[src/hw/rtl/ppst_pkg.sv]
// Shared types, constants and helpers for the patterned pen stamp block.
`timescale 1ns / 1ps
package ppst_pkg;

  localparam int MAX_PEN    = 8;
  localparam int COORD_BITS = 16;
  localparam int PEN_W      = 4;                  // width of a pen size register
  localparam int DIM_W      = $clog2(MAX_PEN);    // width of a size minus one
  localparam int PAT_BITS   = 64;
  localparam int COLOR_W    = 32;
  localparam int CFG_IDX_W  = 3;
  localparam int CFG_DATA_W = 64;
  localparam int QDEPTH     = 2;
  localparam int QPTR_W     = $clog2(QDEPTH);
  localparam int QCNT_W     = $clog2(QDEPTH + 1);

  typedef logic signed [COORD_BITS-1:0] coord_t;
  typedef logic [DIM_W-1:0]             dim_t;
  typedef logic [COLOR_W-1:0]           color_t;

  typedef enum logic [CFG_IDX_W-1:0] {
    REG_PEN_IS_BOX   = 3'd0,
    REG_PEN_WIDTH    = 3'd1,
    REG_PEN_HEIGHT   = 3'd2,
    REG_FILL_PATTERN = 3'd3,
    REG_COLOR_A      = 3'd4,
    REG_COLOR_B      = 3'd5
  } cfg_idx_e;

  // Pen shape as seen by the front end.
  typedef struct packed {
    logic             is_box;
    logic [PEN_W-1:0] width;
    logic [PEN_W-1:0] height;
  } pen_cfg_t;

  // One stamp request: top-left corner and box size minus one on each axis.
  typedef struct packed {
    coord_t x0;
    coord_t y0;
    dim_t   wm1;
    dim_t   hm1;
  } stamp_t;

  // Saturated pen size minus one; only meaningful for a size of one or more.
  function automatic dim_t pen_dm1(input logic [PEN_W-1:0] v);
    logic [PEN_W-1:0] s;
    s = (v > PEN_W'(MAX_PEN)) ? PEN_W'(MAX_PEN) : v;
    return DIM_W'(s - PEN_W'(1));
  endfunction

endpackage

[src/hw/rtl/ppst_front.sv]
// Front end: classify an incoming point and build its stamp request.
`timescale 1ns / 1ps
module ppst_front (
  input  logic              acc_i,
  input  ppst_pkg::coord_t  point_x_i,
  input  ppst_pkg::coord_t  point_y_i,
  input  ppst_pkg::pen_cfg_t pen_i,
  output logic              wr_o,
  output ppst_pkg::stamp_t  stamp_o
);
  import ppst_pkg::*;

  logic zero_size;
  dim_t wm1, hm1, xoff, yoff;

  always_comb begin
    // Drop a box stamp of zero width or height: it writes nothing.
    zero_size = pen_i.is_box && ((pen_i.width == '0) || (pen_i.height == '0));
    wm1  = pen_i.is_box ? pen_dm1(pen_i.width)  : '0;
    hm1  = pen_i.is_box ? pen_dm1(pen_i.height) : '0;
    // ceil(size/2) - 1 equals (size - 1) / 2
    xoff = wm1 >> 1;
    yoff = hm1 >> 1;
    stamp_o.x0  = point_x_i - coord_t'({{(COORD_BITS-DIM_W){1'b0}}, xoff});
    stamp_o.y0  = point_y_i - coord_t'({{(COORD_BITS-DIM_W){1'b0}}, yoff});
    stamp_o.wm1 = wm1;
    stamp_o.hm1 = hm1;
    wr_o        = acc_i && !zero_size;
  end

endmodule

[src/hw/rtl/ppst_fifo.sv]
// Short request queue between the front end and the pixel walker.
`timescale 1ns / 1ps
module ppst_fifo (
  input  logic             clk_i,
  input  logic             rst_ni,
  input  logic             wr_i,
  input  ppst_pkg::stamp_t wdata_i,
  input  logic             rd_i,
  output ppst_pkg::stamp_t rdata_o,
  output logic             full_o,
  output logic             empty_o
);
  import ppst_pkg::*;

  stamp_t              mem_q [QDEPTH];
  logic [QPTR_W-1:0]   wptr_q, rptr_q;
  logic [QCNT_W-1:0]   cnt_q;
  logic                do_wr, do_rd;

  assign full_o  = (cnt_q == QCNT_W'(QDEPTH));
  assign empty_o = (cnt_q == '0);
  assign do_wr   = wr_i && !full_o;
  assign do_rd   = rd_i && !empty_o;
  assign rdata_o = mem_q[rptr_q];

  always_ff @(posedge clk_i) begin
    if (do_wr) begin
      mem_q[wptr_q] <= wdata_i;
    end
  end

  always_ff @(posedge clk_i or negedge rst_ni) begin
    if (!rst_ni) begin
      wptr_q <= '0;
      rptr_q <= '0;
      cnt_q  <= '0;
    end else begin
      if (do_wr) wptr_q <= QPTR_W'(wptr_q + 1'b1);
      if (do_rd) rptr_q <= QPTR_W'(rptr_q + 1'b1);
      if (do_wr && !do_rd) cnt_q <= QCNT_W'(cnt_q + 1'b1);
      else if (do_rd && !do_wr) cnt_q <= QCNT_W'(cnt_q - 1'b1);
    end
  end

endmodule

[src/hw/rtl/ppst_back.sv]
// Back end: walk the pixels of each stamp request into an output register.
`timescale 1ns / 1ps
module ppst_back (
  input  logic                          clk_i,
  input  logic                          rst_ni,
  input  ppst_pkg::stamp_t              head_i,
  input  logic                          head_empty_i,
  output logic                          head_pop_o,
  input  logic [ppst_pkg::PAT_BITS-1:0] pattern_i,
  input  ppst_pkg::color_t              color_a_i,
  input  ppst_pkg::color_t              color_b_i,
  input  logic                          pop_i,
  output logic                          empty_o,
  output ppst_pkg::coord_t              pixel_x_o,
  output ppst_pkg::coord_t              pixel_y_o,
  output ppst_pkg::color_t              pixel_color_o,
  output logic                          last_pixel_o
);
  import ppst_pkg::*;

  stamp_t cur_q;
  logic   busy_q, busy_d;
  dim_t   col_q, row_q;
  logic   ovalid_q;
  coord_t ox_q, oy_q;
  color_t ocolor_q;
  logic   olast_q;

  logic   adv, row_end, fin, load;
  coord_t px, py;

  always_comb begin
    adv     = busy_q && (!ovalid_q || pop_i);
    row_end = (col_q == cur_q.wm1);
    fin     = adv && row_end && (row_q == cur_q.hm1);
    load    = (!busy_q || fin) && !head_empty_i;
    busy_d  = load ? 1'b1 : (fin ? 1'b0 : busy_q);
    px = cur_q.x0 + coord_t'({{(COORD_BITS-DIM_W){1'b0}}, col_q});
    py = cur_q.y0 + coord_t'({{(COORD_BITS-DIM_W){1'b0}}, row_q});
  end

  assign head_pop_o    = load;
  assign empty_o       = !ovalid_q;
  assign pixel_x_o     = ox_q;
  assign pixel_y_o     = oy_q;
  assign pixel_color_o = ocolor_q;
  assign last_pixel_o  = olast_q;

  always_ff @(posedge clk_i or negedge rst_ni) begin
    if (!rst_ni) begin
      busy_q   <= 1'b0;
      col_q    <= '0;
      row_q    <= '0;
      ovalid_q <= 1'b0;
    end else begin
      busy_q <= busy_d;
      if (load) begin
        col_q <= '0;
        row_q <= '0;
      end else if (adv) begin
        col_q <= row_end ? '0 : DIM_W'(col_q + 1'b1);
        if (row_end) row_q <= DIM_W'(row_q + 1'b1);
      end
      if (adv) ovalid_q <= 1'b1;
      else if (pop_i) ovalid_q <= 1'b0;
    end
  end

  always_ff @(posedge clk_i) begin
    if (load) cur_q <= head_i;
    if (adv) begin
      ox_q     <= px;
      oy_q     <= py;
      ocolor_q <= pattern_i[{py[2:0], px[2:0]}] ? color_b_i : color_a_i;
      olast_q  <= fin;
    end
  end

endmodule

[src/hw/rtl/patterned_pen_stamp_top.sv]
// Top level of the patterned pen stamp: config registers, front end, queue, walker.
`timescale 1ns / 1ps
// A point's first pixel goes via the request queue, stamp register and output register.
// Throughput: one pixel per cycle from the pixel walker while pop keeps up; a stamp has
//   width*height pixels (1 for a dot, up to 64 for an 8x8 box); stamps follow without a gap.
// Zero-size box stamps are dropped by the front end, though the point is still taken.
// Reset (async, active low) empties the queue and output register and restores the
//   pen to a 1x1 dot with zero pattern and colors.
module patterned_pen_stamp_top (
  input  logic                            clk_i,
  input  logic                            rst_ni,
  // point requests
  input  logic                            push,
  output logic                            full,
  input  ppst_pkg::coord_t                point_x_i,
  input  ppst_pkg::coord_t                point_y_i,
  // pixel writes
  output logic                            empty,
  input  logic                            pop,
  output ppst_pkg::coord_t                pixel_x_o,
  output ppst_pkg::coord_t                pixel_y_o,
  output ppst_pkg::color_t                pixel_color_o,
  output logic                            last_pixel_o,
  // configuration writes
  input  logic                            cfg_we_i,
  input  logic [ppst_pkg::CFG_IDX_W-1:0]  cfg_idx_i,
  input  logic [ppst_pkg::CFG_DATA_W-1:0] cfg_wdata_i
);
  import ppst_pkg::*;

  pen_cfg_t              pen_q;
  logic [PAT_BITS-1:0]   pattern_q;
  color_t                color_a_q, color_b_q;

  logic   acc;
  logic   q_wr, q_rd, q_empty;
  stamp_t q_wdata, q_rdata;

  // Configuration registers; an index outside the list is dropped.
  always_ff @(posedge clk_i or negedge rst_ni) begin
    if (!rst_ni) begin
      pen_q.is_box  <= 1'b0;
      pen_q.width   <= PEN_W'(1);
      pen_q.height  <= PEN_W'(1);
      pattern_q     <= '0;
      color_a_q     <= '0;
      color_b_q     <= '0;
    end else if (cfg_we_i) begin
      case (cfg_idx_e'(cfg_idx_i))
        REG_PEN_IS_BOX:   pen_q.is_box <= cfg_wdata_i[0];
        REG_PEN_WIDTH:    pen_q.width  <= cfg_wdata_i[PEN_W-1:0];
        REG_PEN_HEIGHT:   pen_q.height <= cfg_wdata_i[PEN_W-1:0];
        REG_FILL_PATTERN: pattern_q    <= cfg_wdata_i[PAT_BITS-1:0];
        REG_COLOR_A:      color_a_q    <= cfg_wdata_i[COLOR_W-1:0];
        REG_COLOR_B:      color_b_q    <= cfg_wdata_i[COLOR_W-1:0];
        default: ;
      endcase
    end
  end

  // Take a point whenever the request queue has room.
  assign acc = push && !full;

  ppst_front u_front (
    .acc_i     (acc),
    .point_x_i (point_x_i),
    .point_y_i (point_y_i),
    .pen_i     (pen_q),
    .wr_o      (q_wr),
    .stamp_o   (q_wdata)
  );

  // Hold stamp requests while the walker is busy with an earlier one.
  ppst_fifo u_fifo (
    .clk_i   (clk_i),
    .rst_ni  (rst_ni),
    .wr_i    (q_wr),
    .wdata_i (q_wdata),
    .rd_i    (q_rd),
    .rdata_o (q_rdata),
    .full_o  (full),
    .empty_o (q_empty)
  );

  // Advance through the box one pixel per cycle while pop keeps up, row by row with x inner.
  ppst_back u_back (
    .clk_i         (clk_i),
    .rst_ni        (rst_ni),
    .head_i        (q_rdata),
    .head_empty_i  (q_empty),
    .head_pop_o    (q_rd),
    .pattern_i     (pattern_q),
    .color_a_i     (color_a_q),
    .color_b_i     (color_b_q),
    .pop_i         (pop),
    .empty_o       (empty),
    .pixel_x_o     (pixel_x_o),
    .pixel_y_o     (pixel_y_o),
    .pixel_color_o (pixel_color_o),
    .last_pixel_o  (last_pixel_o)
  );

endmodule

[config.mk]
export PLATFORM = sky130hd
export DESIGN_NAME = patterned_pen_stamp_top
export DESIGN_NICKNAME = d
export VERILOG_FILES = /design/src/hw/rtl/ppst_pkg.sv /design/src/hw/rtl/ppst_front.sv /design/src/hw/rtl/ppst_fifo.sv /design/src/hw/rtl/ppst_back.sv /design/src/hw/rtl/patterned_pen_stamp_top.sv
export SDC_FILE = /design/constraint.sdc
export NUM_CORES = 1
export LEC_CHECK = 0
export ABC_AREA = 1
export BUFFER_PORTS_ARGS = -buffer_cell sky130_fd_sc_hd__buf_2
export CAP_MARGIN = 20
export CELL_PAD_IN_SITES_DETAIL_PLACEMENT = 0
export CELL_PAD_IN_SITES_GLOBAL_PLACEMENT = 2
export CORE_MARGIN = 2
export CORE_UTILIZATION = 34
export DETAILED_ROUTE_END_ITERATION = 12
export GPL_ROUTABILITY_DRIVEN = 1
export GPL_TIMING_DRIVEN = 0
export MAX_ROUTING_LAYER = met4
export PLACE_DENSITY_LB_ADDON = 0.1
export SLEW_MARGIN = 15
export SYNTH_ARGS = -nofsm -noshare
export SYNTH_HDL_FRONTEND = slang
export SYNTH_SLANG_ARGS = --single-unit
[constraint.sdc]
create_clock -name clk_i -period 3.3 [get_ports clk_i]
set_clock_uncertainty 0.15 [all_clocks]
set_input_delay 0.99 -clock clk_i [delete_from_list [all_inputs] [get_ports clk_i]]
set_output_delay 0.99 -clock clk_i [all_outputs]
set_load 0.02 [all_outputs]
==> flow_metrics.tcl, run 1 <==
set metrics [dict create \
    max_freq_ghz 0.316 \
    place_area_um2 15700 \
    yosysSeqAreaShare_pct 65.1 \
    synth_top_area_share_pct 38.4 \
    cpMostUsedCell "nor3_4" \
    grt_max_degree 84 \
    path_buf_inv 2 \
    vias_per_cell 4.62 \
    design_area_um2 17200 \
    slew_violations 0 \
    post_drt_wl_per_cell_um 16.9 \
    postCtsHoldBufs 0 \
    cp_data_arrival_time_ns 3.27 \
    clock-sinks 328 \
    drt-pass1-iter-count 5 \
    r2r_setup_slack_ns 0.14 \
    io_pins 171 \
    crit_slowest_cell "dfrtp_1" \
    insertion_delay_ns 0.53 \
    async_reset_ff_share_pct 45.4 \
    seqPwrFrac_pct 38.2 \
    antenna_found_initial 2 \
    first_iter_violations 518 \
    stdcell_count 2096 \
    num_vias 9681 \
    crit_type "reg2reg" \
    finish.net_count 1656 \
    grt_pass1_wl_mm 54.6 \
    die_w_um 207 \
    ys_top_cells_by_area "edfxtp_1 38%, dfrtp_1 26%, nand2_1 11%" \
    start_util_pct 34.3 \
    crit_path_start_kind "register" \
    drc_errors 0 \
    worstPathMaxFanout 3 \
    drt_wl_total_mm 35.4 \
    grt_use_total_pct 17.3 \
    cts_max_path_buffers 3 \
    synth.avg_cell_area_um2 10.7 \
    core-area_um2 40700 \
    synth_ff_type "edfxtp_1" \
    cts_tree "yes" \
    rows 74 \
    dp_hpwl_mm 25.2 \
    yosysWarnings 0 \
    dp.cells 2010 \
    tightest_slew_ns 0.724 \
    numCtsBuffers 39 \
    min_period_ns 3.16 \
    hold_viol 0 \
    period_share_pct 95.8 \
    slowest_delay_ns 0.41 \
    synth_area_leader_cell "edfxtp_1" \
    crit_family "simple AND/OR/NAND/NOR gates" \
    synth_area_um2 14000 \
    synthCells 1303 \
    whs_ns 0.330 \
    io_buffers 170 \
    clk_pin_slew_ns 0.06 \
    ys_seq_elements 328 \
    die_area_um2 42800 \
    leakagePower_nw 7.67 \
    gp_congestion 0.753 \
    power_switching_share_pct 37.2 \
    grt-ovfl-total 0 \
    post_route_cells_drive_above_1_share_pct 22.3 \
    cp_cell_sequence "nor2_2, nand2_2, nand2_1, nand2_1, ha_2, and3_4, nor3_4, inv_2, fa_2, inv_2, nand2_4, nor3_4, nand3_2, nor3_4, nand2_2, xor2_2" \
    grt_pass1_vias 9504 \
    ir_drop_uv 324 \
    holdCritPathClass "in2async" \
    synth_nets 1426 \
    comb_power_share_pct 36.7 \
    p_sw_mw 6.13 \
    power.internal_mw 10.3 \
    power.total_mw 16.5 \
    ant_nets 0 \
    synth_edf_count 179 \
    outcome "completed" \
    setup-violations-final 0 \
    cap_violations 0 \
    yosysMostFrequentCell "nand2_1" \
    cp.required_ns 3.40 \
    power.share.clock_pct 25.0 \
    area_delta_synth_final_pct 23.2 \
    cp-end-kind "register" \
    n_fill_cell 4053 \
    die_h_um 207 \
    p_per_area_nw_per_um2 956 \
    ys_top_cells_by_count "405 x nand2_1, 179 x edfxtp_1, 147 x dfrtp_1, 107 x o21ai_0, 106 x nand3_1" \
    clock-root-buffer "clkbuf_16" \
    fin_setup_tns_ns 0 \
    relSlewSlack_pct 51.3 \
    ys_types 34 \
    rsz0062_at_grt "true" \
    cts_htree_levels 2 \
]
## flip-flops by register name, indices dropped and copies added (netlist names), 3 cells and up
name / cells
u_back.pixel_x_o: 16
u_back.row_q: 3
u_back.col_q: 3
color_a_q: 32
u_back.pixel_y_o: 16
u_back.cur_q: 38
color_b_q: 32
u_back.pixel_color_o: 32
u_fifo.mem_q: 76
pen_q: 9
pattern_q: 64
## final timing paths
kind	depth (start not counted)	end	from
min in group clk_i	2	color_a_q[18]	color_a_q[18]
min	1	color_b_q[6]	rst_ni
max	16	u_fifo.mem_q[1][20]	pen_q[2]
min reg2reg	2	color_a_q[18]	color_a_q[18]
max in group asynchronous	2	color_a_q[28]	rst_ni
max reg2reg	16	u_fifo.mem_q[1][20]	pen_q[2]
## power groups by stage
stage | combinational (mW) | clock, mW | sequential (mW)
after floorplan | 3.43 | 0 | 6.76
after global placement | 5.83 | 0 | 6.40
after detailed placement | 5.98 | 0 | 6.39
after CTS | 6.02 | 4.27 | 6.32
after global routing | 6.85 | 4.41 | 6.42
final | 6.05 | 4.13 | 6.30
## final cells by class
type	instances	area [µm²]	share of cell area (%)
Antenna cell	1	2.50	0.0145
Buffer	49	267	1.55
Clock buffer	57	1150	6.65
Clock inverter	14	96.3	0.559
Inverter	95	365	2.12
Multi-Input combinational cell	831	4490	26.1
Sequential cell	328	9110	52.9
Tap cell	532	666	3.86
Timing Repair Buffer	189	1090	6.32
## placed cells by master, fill, tap and decap left out, types with 3 or more instances in the layout
cell type / n
a21oi_1: 9
buf_1: 3
buf_16: 3
buf_2: 175
buf_4: 21
buf_6: 6
clkbuf_1: 36
clkbuf_16: 41
clkbuf_8: 6
clkinv_1: 3
clkinv_2: 8
clkinvlp_4: 3
dfrtp_1: 147
edfxtp_1: 179
ha_1: 11
inv_1: 84
inv_2: 8
mux2_2: 32
nand2_1: 400
nand2_2: 5
nand3_1: 104
nand3_4: 4
nand4_1: 9
nor2_1: 39
nor2_4: 4
nor3_1: 11
nor3_4: 6
o21ai_0: 105
xnor2_1: 25
xor2_1: 39
## logic make-up (layout without fill, tap and decap cells)
group                      count (synthesis)  in the layout  share of synthesized area (%)
AOI/OAI and AO/OA                        120            120                           4.32
xor gates and xnor gates                  65             65                           4.07
adders and majority gates                 19             19                           1.91
buffers and inverters                    144            404                           4.42
DFF                                      328            328                           65.1
muxes                                     32             32                           2.58
other                                      0              1                              0
and+or+nand+nor                          595            595                           17.6
## per-layer routing
| layer | vias to the layer above | global-route usage (%) | wire length, µm | part of all wire [%] |
|---|---|---|---|---|
| met4 | 0 | 4.03 | 611 | 1.7 |
| met2 | 183 | 26.0 | 15800 | 45 |
| met3 | 48 | 2.42 | 1380 | 3.9 |
| li1 | 4792 | - | - | - |
| met5 | - | - | 0 | 0 |
| met1 | 4658 | 24.8 | 17600 | 50 |
## metrics by stage
step           utilization (%)  setup WS, ns
6_report                  42.3         0.137
4_1_cts                   41.7       0.00673
5_1_grt                   42.3      -0.00794
2_1_floorplan                -        -0.183
3_3_place_gp              38.2         -1.49
3_5_place_dp              38.5        -0.504
## worst reg2reg max path, delay by kind of cell (launching register included)
family                   cells  cell delay [ns]
AND/OR/NAND/NOR             11             1.42
buffers and inverters        2             0.18
flip-flops                   1             0.41
adder cells (fa/ha/maj)      2             0.58
XOR/XNOR                     1             0.16
## what timing repair did
item / in CTS / in global routing
gates resized for setup: 12 / 37
pin swaps: 2 / 21
setup buffers: 1 / 13
setup endpoints to repair: 22 / 88
(Power assumes the default switching activity.)
==> run 2, diff against run 1 <==
ABC_AREA = not set   (was 1)
CORE_UTILIZATION = 38   (was 34)
CTS_CLUSTER_SIZE = 14   (was not set)
PLACE_DENSITY = 0.78   (was not set)
PLACE_DENSITY_LB_ADDON = not set   (was 0.1)
==> run 2 against run 1 <==
Effect of this change:
- the run now ends with setup timing left
- first-iteration DRC count shrank 33%
- worst setup slack got worse by 0.35 ns
- sequential power down 5.4%
- die area down 11%
- synthesized cell count decreased by 35%
- clock power down 9.0%
- highest routed layer unchanged
- non-clock buffer count decreased by 26
- utilization rose by 4.4 points
- routed wire length decreased by 22%
==> flow_metrics.tcl, run 2 <==
set metrics [dict create \
    first_iter_violations 345 \
    post_route_cells_drive_above_1_share_pct 45.5 \
    ys_seq_elements 328 \
    clk_pin_slew_ns 0.06 \
    ys_types 49 \
    slew_violations 0 \
    clock-sinks 328 \
    whs_ns 0.230 \
    n_fill_cell 3159 \
    largest_register "u_fifo.mem_q" \
    die_h_um 195 \
    fin_ws_ns -0.217 \
    core-area_um2 36300 \
    holdCritPathClass "in2async" \
    worstReg2RegStart "u_back.cur_q[22]" \
    antenna_found_initial 1 \
    synth_area_um2 13900 \
    cts_tree "yes" \
    grt_pass1_wl_mm 43.4 \
    drt-pass1-iter-count 4 \
    die_w_um 195 \
    synth_top_area_share_pct 38.7 \
    drt_wl_total_mm 27.5 \
    largest_reg_flops 76 \
    synthCells 843 \
    ys_top_cells_by_count "179 x edfxtp_1, 178 x mux2_2, 147 x dfrtp_1, 36 x xor2_1, 35 x nand2_1" \
    grt-ovfl-total 0 \
    dp.cells 1486 \
    setup-violations-final 32 \
    rows 70 \
    hold_viol 0 \
    max_freq_ghz 0.284 \
    outcome "complete, but fails checks" \
    ant_nets 0 \
    relSlewSlack_pct 35.1 \
    r2r_setup_slack_ns -0.22 \
    insertion_delay_ns 0.51 \
    p_per_area_nw_per_um2 897 \
    violations "setup timing" \
    rr_endpoint "u_back.pixel_color_o[6]" \
    crit_type "reg2reg" \
    grt_max_degree 104 \
    drc_errors 0 \
    cts_htree_levels 2 \
    gp_congestion 0.756 \
    multi_input_area_um2 4730 \
    period_share_pct 107 \
    synth_edf_count 179 \
    cap_violations 0 \
    design_area_um2 16900 \
    synth.avg_cell_area_um2 16.5 \
    clock-root-buffer "clkbuf_16" \
    cp.required_ns 3.41 \
    die_area_um2 38100 \
    grt_use_total_pct 15.2 \
    yosysSeqAreaShare_pct 65.6 \
    async_reset_ff_share_pct 45.4 \
    finish.net_count 1191 \
    rsz0062_at_grt "true" \
    place_area_um2 15500 \
    stdcell_count 1563 \
    area_delta_synth_final_pct 21.8 \
    synth_nets 966 \
    min_period_ns 3.52 \
    start_util_pct 38.3 \
    numCtsBuffers 36 \
    ir_drop_uv 444 \
    r2r_cells 10 \
    synth_ff_type "edfxtp_1" \
    num_vias 7445 \
    synth_area_leader_cell "edfxtp_1" \
    crit_path_start_kind "register" \
    yosysWarnings 0 \
    grt_pass1_vias 7738 \
    ys_top_cells_by_area "edfxtp_1 39%, dfrtp_1 26%, mux2_2 14%" \
    worstPathMaxFanout 10 \
    cts_max_path_buffers 3 \
    regArea_um2 9110 \
    layout_common_cells "179 x edfxtp_1, 178 x mux2_2, 169 x buf_2" \
    top_regs "u_fifo.mem_q x76, pattern_q x64, u_back.cur_q x38" \
    vias_per_cell 4.76 \
    cp_data_arrival_time_ns 3.63 \
    tightest_slew_ns 0.967 \
    yosysMostFrequentCell "edfxtp_1" \
    cp-end-kind "register" \
    dp_hpwl_mm 19.5 \
    final_common_cell "edfxtp_1" \
    post_drt_wl_per_cell_um 17.6 \
    io_buffers 170 \
    io_pins 171 \
    leakagePower_nw 6.84 \
]
[run 2: cell types whose count changed in the layout (fill, tap and decap cells not counted), moves of 8 or more]
cell / before / now
mux2_2: 32 / 178
mux2_4: 0 / 30
clkbuf_1: 36 / 28
nand2b_1: 0 / 12
inv_2: 8 / 0
mux4_2: 0 / 17
buf_4: 21 / 9
inv_1: 84 / 12
nand2_1: 400 / 33
nand3_1: 104 / 10
nor2_1: 39 / 31
o21ai_0: 105 / 3
[run 2: area by class of cell]
class / count / area share [%]
sequential: 328 / 53.8
multi-input combinational: 476 / 28.0
timing repair buffer: 187 / 6.61
clock buffer: 56 / 6.31
tap: 468 / 3.46
buffer: 25 / 1.17
inverter: 14 / 0.348
clock inverter: 8 / 0.266
antenna: 1 / 0.0148
[run 2: layer usage]
| metal | share of wire [%] | global-route usage [%] | vias up | wire length (µm) |
|---|---|---|---|---|
| li1 | - | - | 3557 | - |
| met1 | 43 | 19.0 | 3724 | 12000 |
| met2 | 51 | 25.3 | 125 | 14000 |
| met3 | 3.9 | 2.83 | 39 | 1070 |
| met4 | 1.9 | 4.27 | 0 | 534 |
| met5 | 0 | - | - | 0 |
[run 2: kinds of logic after synthesis]
| logic type | after synthesis | synth area share (%) |
|---|---|---|
| flip-flops | 328 | 65.6 |
| multiplexers | 229 | 20.7 |
| AND/OR/NAND/NOR | 137 | 4.91 |
| XOR/XNOR | 68 | 4.34 |
| buffers and inverters | 39 | 1.32 |
| AO/OA/AOI/OAI | 23 | 1.21 |
| adder cells (fa/ha/maj) | 19 | 1.93 |
[run 2: worst max path at each step]
| stage | from | cells past startpoint | endpoint |
|---|---|---|---|
| floorplan | pop | 12 | u_fifo.cnt_q[1] |
| global placement | rst_ni | 1 | color_b_q[29] |
| detailed placement | u_back.col_q[0] | 9 | u_back.pixel_color_o[15] |
| CTS | u_back.cur_q[22] | 10 | u_back.pixel_color_o[15] |
| global route | u_back.cur_q[22] | 12 | u_back.pixel_color_o[6] |
| finish | u_back.cur_q[22] | 10 | u_back.pixel_color_o[6] |
[run 2: timing repair]
item	4_1_cts	5_1_grt
resized for setup	17	12
hold endpoints to repair	0	0
hold buffers	0	0
setup buffers	8	2
pin swaps	4	4
endpoints found under the setup margin	34	43
cloned	1	1
[run 2: worst max-delay path, cell delays in order, from the launching register on]
cell	delay (ns)
edfxtp_1	0.41
ha_2	0.21
fa_1	0.53
buf_8	0.15
mux4_2	0.32
mux4_2	0.52
nor3b_4	0.24
a311oi_4	0.08
buf_6	0.19
buf_12	0.15
mux2_4	0.29
[run 2: where the power goes]
part | switching [mW] | internal [mW]
combinational | 2.49 | 2.96
sequential | 0.391 | 5.57
clock | 1.54 | 2.22
[run 2: stage by stage]
stage	setup TNS (ns)	power, mW	setup slack [ns]	util, %
3_5_place_dp	-20.52	10.8	-0.679	42.9
4_1_cts	-6.83	15.2	-0.247	46.4
5_1_grt	-8.09	15.9	-0.280	46.6
2_1_floorplan	-0.330	9.47	-0.242	-
3_3_place_gp	-253.77	10.7	-1.21	42.5
6_report	-6.16	15.2	-0.217	46.6
